`src/rtl/upl_pkg.sv`:
```
// Shared definitions for the URL path locator: sizes, character codes and
// the one-hot recognizer phase type. No dependencies.
package upl_pkg;

  // Largest URL the buffer holds, in bytes.
  localparam int unsigned MaxUrlBytes = 4096;

  // Byte offsets run up to MaxUrlBytes, so one extra bit over the index.
  localparam int unsigned PosW = $clog2(MaxUrlBytes) + 1;

  // Output field widths and saturation limits.
  localparam int unsigned StartW   = 12;
  localparam int unsigned LengthW  = 13;
  localparam int unsigned StartMax = 4095;
  localparam int unsigned LenMax   = 8191;

  // Characters the recognizer looks for.
  localparam logic [7:0] ChNul   = 8'h00;
  localparam logic [7:0] ChColon = 8'h3a;
  localparam logic [7:0] ChHash  = 8'h23;
  localparam logic [7:0] ChQuery = 8'h3f;
  localparam logic [7:0] ChSlash = 8'h2f;

  // Result status codes.
  localparam logic StatusOk  = 1'b0;
  localparam logic StatusBad = 1'b1;

  // Recognizer phases, one-hot.
  typedef enum logic [6:0] {
    PhPathOrScheme = 7'b0000001,
    PhSchemeOrPort = 7'b0000010,
    PhPort         = 7'b0000100,
    PhFirstSlash   = 7'b0001000,
    PhSecondSlash  = 7'b0010000,
    PhServer       = 7'b0100000,
    PhPath         = 7'b1000000
  } phase_e;

  // One result word as the parser hands it to the output register.
  typedef struct packed {
    logic               valid;
    logic               status;
    logic [StartW-1:0]  path_start;
    logic [LengthW-1:0] path_length;
  } result_t;

  // True in the phases where the bytes seen so far may be a path.
  function automatic logic in_path(input phase_e ph);
    return (ph == PhPath) || (ph == PhPathOrScheme);
  endfunction

endpackage

```
`src/rtl/url_path_locator.sv`:
```
// Top level of the URL path locator: input register, recognizer and
// output register. Depends on upl_pkg and upl_parser.

// The block takes one URL byte per word and gives one result word per URL
// holding status, path start offset and path length. Each accepted byte is
// held in an input register, and the recognizer step between that register
// and the output register decides the next phase and any result. While the
// result side keeps up, a byte is accepted in every cycle, and the result for
// the URL's last byte is registered as it leaves the input register. While a
// result waits to be taken, the byte behind it stays in the input register
// and no further byte is accepted until the result is taken. Bytes after a
// result are dropped until first_byte_i marks a new URL.
module url_path_locator
  import upl_pkg::*;
(
  input  logic                clk_i,
  input  logic                rst_ni,
  input  logic                in_valid_i,
  output logic                in_ready_o,
  input  logic [7:0]          char_in_i,
  input  logic                first_byte_i,
  input  logic                buffer_end_i,
  output logic                out_valid_o,
  input  logic                out_ready_i,
  output logic                status_o,
  output logic [StartW-1:0]   path_start_o,
  output logic [LengthW-1:0]  path_length_o
);

  logic        in_valid_q;
  logic [7:0]  char_q;
  logic        first_q;
  logic        bend_q;
  logic        advance;
  result_t     result;
  logic        out_valid_q;
  logic        status_q;
  logic [StartW-1:0]  start_q;
  logic [LengthW-1:0] length_q;

  // The held byte moves on when the output register is free or being emptied.
  assign advance    = in_valid_q && (!out_valid_q || out_ready_i);
  assign in_ready_o = !in_valid_q || advance;

  // Input register.
  always_ff @(posedge clk_i or negedge rst_ni) begin
    if (!rst_ni) begin
      in_valid_q <= 1'b0;
    end else if (in_ready_o) begin
      in_valid_q <= in_valid_i;
    end
  end

  always_ff @(posedge clk_i) begin
    if (in_valid_i && in_ready_o) begin
      char_q  <= char_in_i;
      first_q <= first_byte_i;
      bend_q  <= buffer_end_i;
    end
  end

  upl_parser u_parser (
    .clk_i        (clk_i),
    .rst_ni       (rst_ni),
    .step_i       (advance),
    .char_in_i    (char_q),
    .first_byte_i (first_q),
    .buffer_end_i (bend_q),
    .result_o     (result)
  );

  // Output register valid flag.
  always_ff @(posedge clk_i or negedge rst_ni) begin
    if (!rst_ni) begin
      out_valid_q <= 1'b0;
    end else if (advance && result.valid) begin
      out_valid_q <= 1'b1;
    end else if (out_ready_i) begin
      out_valid_q <= 1'b0;
    end
  end

  // Output register payload.
  always_ff @(posedge clk_i) begin
    if (advance && result.valid) begin
      status_q <= result.status;
      start_q  <= result.path_start;
      length_q <= result.path_length;
    end
  end

  assign out_valid_o   = out_valid_q;
  assign status_o      = status_q;
  assign path_start_o  = start_q;
  assign path_length_o = length_q;

endmodule

```
`src/rtl/upl_parser.sv`:
```
// Recognizer state and per-byte step logic of the URL path locator.
// Depends on upl_pkg.
module upl_parser
  import upl_pkg::*;
(
  input  logic       clk_i,
  input  logic       rst_ni,
  input  logic       step_i,
  input  logic [7:0] char_in_i,
  input  logic       first_byte_i,
  input  logic       buffer_end_i,
  output result_t    result_o
);

  phase_e            phase_q, phase_d;
  logic [PosW-1:0]   pos_q, pos_d;
  logic [PosW-1:0]   start_q, start_d;
  logic              fin_q, fin_d;

  phase_e            ph;
  logic [PosW-1:0]   pos;
  logic [PosW-1:0]   start;
  logic              fin;
  logic              emit;
  logic              bad;
  logic              early;
  logic              fail;
  logic              last;
  logic [PosW-1:0]   end_pos;
  logic [PosW-1:0]   len;

  // A first byte restarts the recognizer before the byte is handled.
  assign ph    = first_byte_i ? PhPathOrScheme : phase_q;
  assign pos   = first_byte_i ? '0 : pos_q;
  assign start = first_byte_i ? '0 : start_q;
  assign fin   = first_byte_i ? 1'b0 : fin_q;

  assign last = buffer_end_i || (32'(pos) >= (MaxUrlBytes - 1));

  // Step the recognizer by one byte.
  always_comb begin
    phase_d = ph;
    pos_d   = pos;
    start_d = start;
    fin_d   = fin;
    emit    = 1'b0;
    bad     = 1'b0;
    early   = 1'b0;
    fail    = 1'b0;
    end_pos = pos;
    if (!fin) begin
      if (char_in_i == ChNul) begin
        emit = 1'b1;
        bad  = !in_path(ph);
      end else begin
        unique case (ph)
          PhPathOrScheme: begin
            if (char_in_i == ChColon) begin
              phase_d = PhSchemeOrPort;
            end else if (char_in_i == ChHash || char_in_i == ChQuery) begin
              early = 1'b1;
            end
          end
          PhSchemeOrPort: begin
            phase_d = (char_in_i == ChSlash) ? PhFirstSlash : PhPort;
          end
          PhPort: begin
            if (char_in_i == ChSlash) begin
              phase_d = PhPath;
              start_d = pos + PosW'(1);
            end
          end
          PhFirstSlash: begin
            if (char_in_i != ChSlash) begin
              fail = 1'b1;
            end else begin
              phase_d = PhSecondSlash;
            end
          end
          PhSecondSlash: begin
            phase_d = PhServer;
          end
          PhServer: begin
            if (char_in_i == ChSlash) begin
              phase_d = PhPath;
              start_d = pos;
            end
          end
          PhPath: begin
            if (char_in_i == ChHash || char_in_i == ChQuery) begin
              early = 1'b1;
            end
          end
          default: begin
            phase_d = PhPathOrScheme;
          end
        endcase

        priority if (early) begin
          emit = 1'b1;
        end else if (fail) begin
          emit = 1'b1;
          bad  = 1'b1;
        end else if (last) begin
          emit    = 1'b1;
          bad     = !in_path(phase_d);
          end_pos = pos + PosW'(1);
        end else begin
          pos_d = pos + PosW'(1);
        end
      end
    end
    if (emit) begin
      fin_d = 1'b1;
    end
  end

  // Path length, never negative.
  assign len = (end_pos >= start_d) ? (end_pos - start_d) : '0;

  // Result word with saturation of the output fields.
  always_comb begin
    result_o.valid = emit;
    if (bad) begin
      result_o.status      = StatusBad;
      result_o.path_start  = '0;
      result_o.path_length = '0;
    end else begin
      result_o.status      = StatusOk;
      result_o.path_start  = (32'(start_d) > StartMax) ? StartW'(StartMax)
                                                       : StartW'(start_d);
      result_o.path_length = (32'(len) > LenMax) ? LengthW'(LenMax)
                                                 : LengthW'(len);
    end
  end

  // Recognizer state advances once per handled byte.
  always_ff @(posedge clk_i or negedge rst_ni) begin
    if (!rst_ni) begin
      phase_q <= PhPathOrScheme;
      pos_q   <= '0;
      start_q <= '0;
      fin_q   <= 1'b0;
    end else if (step_i) begin
      phase_q <= phase_d;
      pos_q   <= pos_d;
      start_q <= start_d;
      fin_q   <= fin_d;
    end
  end

endmodule

```
`config.mk`:
```
export PLATFORM = sky130hd
export DESIGN_NAME = url_path_locator
export DESIGN_NICKNAME = d
export VERILOG_FILES = /design/src/rtl/upl_pkg.sv /design/src/rtl/url_path_locator.sv /design/src/rtl/upl_parser.sv
export SDC_FILE = /design/constraint.sdc
export NUM_CORES = 1
export LEC_CHECK = 0
export ABC_AREA = 1
export BUFFER_PORTS_ARGS = -buffer_cell sky130_fd_sc_hd__buf_2
export CORE_MARGIN = 2
export CORE_UTILIZATION = 60
export CTS_CLUSTER_DIAMETER = 100
export CTS_CLUSTER_SIZE = 16
export DETAILED_ROUTE_END_ITERATION = 10
export GPL_ROUTABILITY_DRIVEN = 1
export HOLD_SLACK_MARGIN = 0.03
export PLACE_DENSITY = 0.84
export SLEW_MARGIN = 20
export SYNTH_ARGS = -nofsm -noshare
export SYNTH_HDL_FRONTEND = slang
export SYNTH_SLANG_ARGS = --single-unit
```
`constraint.sdc`:
```
create_clock -name clk_i -period 11.65 [get_ports clk_i]
set_input_delay 1.165 -clock clk_i [delete_from_list [all_inputs] [get_ports clk_i]]
set_output_delay 1.165 -clock clk_i [all_outputs]
set_load 0.05 [all_outputs]
```
Word level (Yosys, flattened, before mapping) --
Index checks and enable logic that the tools add are counted.
Operators by class: add/subtract/negate cells 2, order comparisons 3, equality and inequality tests 14, multiplexer cells 53, bitwise logic cells 1, reduce and logical (&&, ||, !) cells 17
Operators with widths (count):
- 13-bit 2-to-1 mux | 17
- 7-bit 2-to-1 mux | 8
- 7-bit one-hot mux with 6 select lines | 1
- 8-bit by 6-bit equality test with 1-bit output, second input constant | 4
- 26-bit 2-to-1 mux | 1
- 13-bit one-hot mux with 2 select lines | 1
- 1-bit 2-to-1 mux | 22
- 7-bit by 1-bit equality test with 1-bit output, second input constant | 2
- 7-bit equality test, second input constant | 2
- 13-bit by 1-bit adder with 13-bit output, second input constant | 1
- 13-bit by 12-bit greater-or-equal comparator with 1-bit output, second input constant | 1
- 13-bit greater-or-equal comparator | 1
- 13-bit by 12-bit greater-than comparator with 1-bit output, second input constant | 1
- 13-bit subtractor | 1
- 12-bit 2-to-1 mux | 1
- 8-bit logical NOT | 1
- 8-bit by 6-bit inequality test with 1-bit output, second input constant | 1
- 7-bit by 2-bit equality test with 1-bit output, second input constant | 1
- 7-bit by 3-bit equality test with 1-bit output, second input constant | 1
- 7-bit by 4-bit equality test with 1-bit output, second input constant | 1
- 7-bit by 5-bit equality test with 1-bit output, second input constant | 1
- 7-bit by 6-bit equality test with 1-bit output, second input constant | 1
- 1-bit logical OR | 6
- 1-bit logical NOT | 4
- other kinds (6) | 9
Word-level totals: bits in registers 72, input port bits 14, output and inout bits 28, word-level logic and storage cells 102

Longest topological paths before layout --
word-level depth 15, mapped depth 25, mapped depth without buffers 23

By module --
From an unflattened synthesis, not the netlist that was laid out.
Unflattened totals: cell total of the unflattened synthesis 766, area total of the unflattened synthesis 5277.6 um^2
By module, submodules not included:
- upl_parser | instances 1, cells an instance 715, area an instance 4090.2 um^2, sequential area each 852.1 um^2
- url_path_locator | instances 1, cells an instance 51, area an instance 1187.4 um^2, sequential area each 1131.1 um^2

Least setup slack after synthesis --
Ideal clock, no wire load.
kind reg2reg, start point reg first_q, end point reg length_q[7], in the netlist path_length_o[7], data pin, library setup time 0.255 ns, data arrival time 3.580 ns, data required time 11.395 ns, slack 7.815 ns, stages on the path, launching flop included 23, path buffers 3, clock period less this slack 3.835 ns, cells stage by stage edfxtp_1 > buf_2 > nor2_1 > ha_1 > clkbuf_1 > nand2_1 > nor2_2 > nand3_1 > nand3_1 > nand2_1 > buf_2 > o21ai_0 > o21ai_0 > ha_1 > a21oi_1 > o21ai_0 > a21oi_1 > inv_1 > nand2_1 > nand2_1 > a21oi_1 > xor2_1 > nor2_1
On the way: word-level cells in the longest chain between the ends 15, elaborated cells between the ends (all ways) 52, classes of those cells 2 x add/sub; 2 x order compare; 9 x eq/ne; 31 x mux; 1 x bitwise; 7 x reduce/logical
Ends and longest elaborated chain:
- start: declaration | RTL line url_path_locator.sv:32 | logic first_q;
- start signal: assignment | RTL line url_path_locator.sv:57 | first_q <= first_byte_i;
- parallel branches: the longest is 15 deep, another holds 13-bit by 12-bit greater-or-equal comparator with 1-bit output
- end signal: assignment | RTL line url_path_locator.sv:88 | length_q <= result.path_length;
- end: declaration | RTL line url_path_locator.sv:39 | logic [LengthW-1:0] length_q;
Several ways; the timed one is not identified. The select of a mux whose other input is x is not followed. A chain may end at the register's enable or synchronous reset.

Worst setup path after layout --
start point reg first_q, end point reg length_q[10], in the netlist path_length_o[10], data pin
Same word-level chain as after synthesis.

==> results.yml <==
logic_synthesis:
  synth_edf_count: 36
  async_reset_ff_share_pct: 50.0
  synth_top_cell_by_area: "edfxtp_1"
  yosysMostFrequentCell: "nand2_1"
  yosysTopAreaCellShare_pct: 21.7
  syn_area_um2: 4980
  ys_seq_elements: 72
  synthCells: 674
  ys_dominant_reg_cell: "edfxtp_1"
  synth_cell_types: 40
  ys_top_cells_by_count: "155 x nand2_1, 95 x nor2_1, 90 x inv_1"
  synth.avg_cell_area_um2: 7.39
  ys_warn_count: 0
  syn_nets: 703
  synth_seq_area_share_pct: 39.8
  synthTopCellsByArea: "edfxtp_1 22%, dfrtp_1 18%, nand2_1 12%, nor2_1 7.2%, inv_1 6.8%"
sta:
  fin_tns_setup_ns: 0
  finalHoldViolCount: 0
  fin_worst_skew_ns: 0.0134
  setup_viol_count_final: 0
  layout_min_cycle_time_ns: 5.07
  drv_slew: 0
  fmax_ghz: 0.197
  tightest_slew_ns: 0.861
  slew_headroom_pct: 42.6
  finalCritPeriodShare_pct: 43.6
  rsz0062_at_grt: "false"
worst_setup_path:
  cp_top_family: "simple AND/OR/NAND/NOR gates"
  path_class: "flip-flop to flip-flop"
  cp.buffers_inverters: 3
  crit_fanout: 30
  slowest_stage: "edfxtp_1"
  cpPeakStageDelay_ns: 0.61
  required_ns: 11.86
  path_cells: "inv_2, nand2_2, inv_1, ha_1, nand2_1, nor2_2, nand3_1, nand3_1, nand2_1, nor2_1, xnor2_1, ha_1, fa_1, o21ai_0, a21oi_1, o21ai_0, xor2_1, inv_1, nor2_1"
  crit_path_start_kind: "flip-flop"
  cp-end-kind: "flip-flop"
  arrival_ns: 5.28
global_route:
  grt_max_degree: 37
  grt_pass1_vias: 4487
  grt_pass1_wl_um: 21400
  grtUsageTotal_pct: 31.3
  antenna_found_initial: 0
  grt_overflow_total: 0
clock_network:
  clockBufferDepth: 2
  cts_setup_buffers: 0
  clkSlewWorstSetupHoldPaths_ns: 0.07
  cts_tree: "yes"
  htree_levels: 3
  ctsHoldBuffers: 0
  post_cts_resized: 0
  cts.sinks: 72
  cts_buffers: 9
  clk_latency_ns: 0.36
  clockRootBuffer: "clkbuf_8"
cells_and_area:
  area_growth_pct: 10.3
  diodes: 0
  fill_cells: 736
  ff_latch_area_um2: 1980
  nNetsFinal: 741
  multi_input_area_um2: 2560
  layout-drive-gt1-share_pct: 13.1
  design_area_um2: 5490
floorplanning:
  dieArea_um2: 9040
  placeableCoreArea_um2: 8130
  start_util_pct: 61.2
  rows: 33
  ios: 42
  fp.dieW_um: 95.1
  die_y_um: 95.1
route:
  drc: 0
  wl_per_cell_um: 16.4
  viasPerCell: 5.72
  vias: 4704
  wl_um: 13500
  drt_iter0_drc: 353
  antenna_left: 0
  firstDrtPassIters: 6
placed_design:
  port_buffers: 41
  gp_congestion: 0.985
  placement.cell_area_um2: 5240
  dpl.hpwl_um: 10300
pwr:
  vdd_drop_max_uv: 111
  p_leak_nw: 2.65
  power_mw: 1.07
  p_per_area_nw_per_um2: 195
job:
  cap_viol_max_count: 0
worst_hold_path:
  hold_path_class: "flip-flop to flip-flop"
run_status:
  status: "finished, final reports clean"
-- layout by cell type (no fill, tap or decap), types with 8 or more instances in the layout --
cell type and instances:
a21oi_1 29, buf_2 41, clkbuf_8 10, dfrtp_1 35
edfxtp_1 36, ha_1 14, inv_1 90, nand2_1 155
nand2_2 8, nand3_1 44, nor2_1 94, nor3_1 9
o21ai_0 47, o22ai_1 11, xor2_1 22
-- flip-flops by register name, summed over array words and instances (netlist names) --
name,flops
path_length_o,13
u_parser.pos_q,13
u_parser.start_q,13
path_start_o,12
char_q,8
u_parser.phase_q,7
bend_q,1
first_q,1
in_valid_q,1
out_valid_o,1
status_o,1
u_parser.fin_q,1
-- path summary, 6_finish.rpt --
path,slack [ns],to,startpoint,depth (start not counted)
max,6.58,path_length_o[10]$_SDFFCE_PP0P_,first_q$_DFFE_PP_,19
max in group asynchronous,10.18,u_parser.pos_q[4]$_DFFE_PN0P_,rst_ni,1
min reg2reg,0.48,u_parser.phase_q[0]$_DFFE_PN1P_,u_parser.phase_q[0]$_DFFE_PN1P_,2
min in group asynchronous,0.92,u_parser.start_q[10]$_DFFE_PN0P_,rst_ni,1
max reg2reg,6.58,path_length_o[10]$_SDFFCE_PP0P_,first_q$_DFFE_PP_,19
min,0.48,u_parser.phase_q[0]$_DFFE_PN1P_,u_parser.phase_q[0]$_DFFE_PN1P_,2
-- final cells by class --
| class | instances | area share, % |
|---|---|---|
| clock buffer | 11 | 2.57 |
| clock inverter | 5 | 1.89 |
| inverter | 94 | 6.43 |
| multi-input combinational | 492 | 46.6 |
| sequential | 72 | 36.1 |
| tap | 105 | 2.39 |
| timing repair buffer | 43 | 4.01 |
-- through the flow --
step / utilization [%] / hold WS [ns] / instances / setup slack (ns)
detailed placement: 64.4 / 0.464 / 806 / 6.70
CTS: 67.5 / 0.477 / 822 / 6.68
finish: 67.5 / 0.481 / 822 / 6.58
global route: 67.5 / 0.520 / 822 / 6.06
global placement: 64.4 / 0.461 / 806 / 6.88
floorplan: - / 0.448 / 674 / 7.82
-- layer usage --
metal	wire length, um	part of all wire (%)	GRT usage [%]
met4	448	3.3	13.9
met3	851	6.3	5.77
met5	0	0	0
met1	5600	42	36.9
met2	6560	49	55.5
-- power breakdown --
part | switching, mW | leakage (nW) | total (mW) | internal [mW]
Clock | 0.0955 | 0.124 | 0.244 | 0.148
Sequential | 0.0314 | 0.808 | 0.361 | 0.330
Combinational | 0.329 | 1.72 | 0.468 | 0.140
Total | 0.455 | 2.65 | 1.07 | 0.618
-- logic make-up after synthesis --
logic type	synth area share [%]
flip-flops	39.8
AND/OR/NAND/NOR	30.3
AO/OA/AOI/OAI	12.3
buffers and inverters	8.94
adder cells (fa/ha/maj)	3.92
XOR/XNOR	4.75
-- worst min-delay path, stage by stage, from the launching register on --
cell and delay [ns]:
dfstp_2 0.38, nand2_1 0.06, nand2_1 0.05
Note: power is estimated with default switching activity, not from simulation.
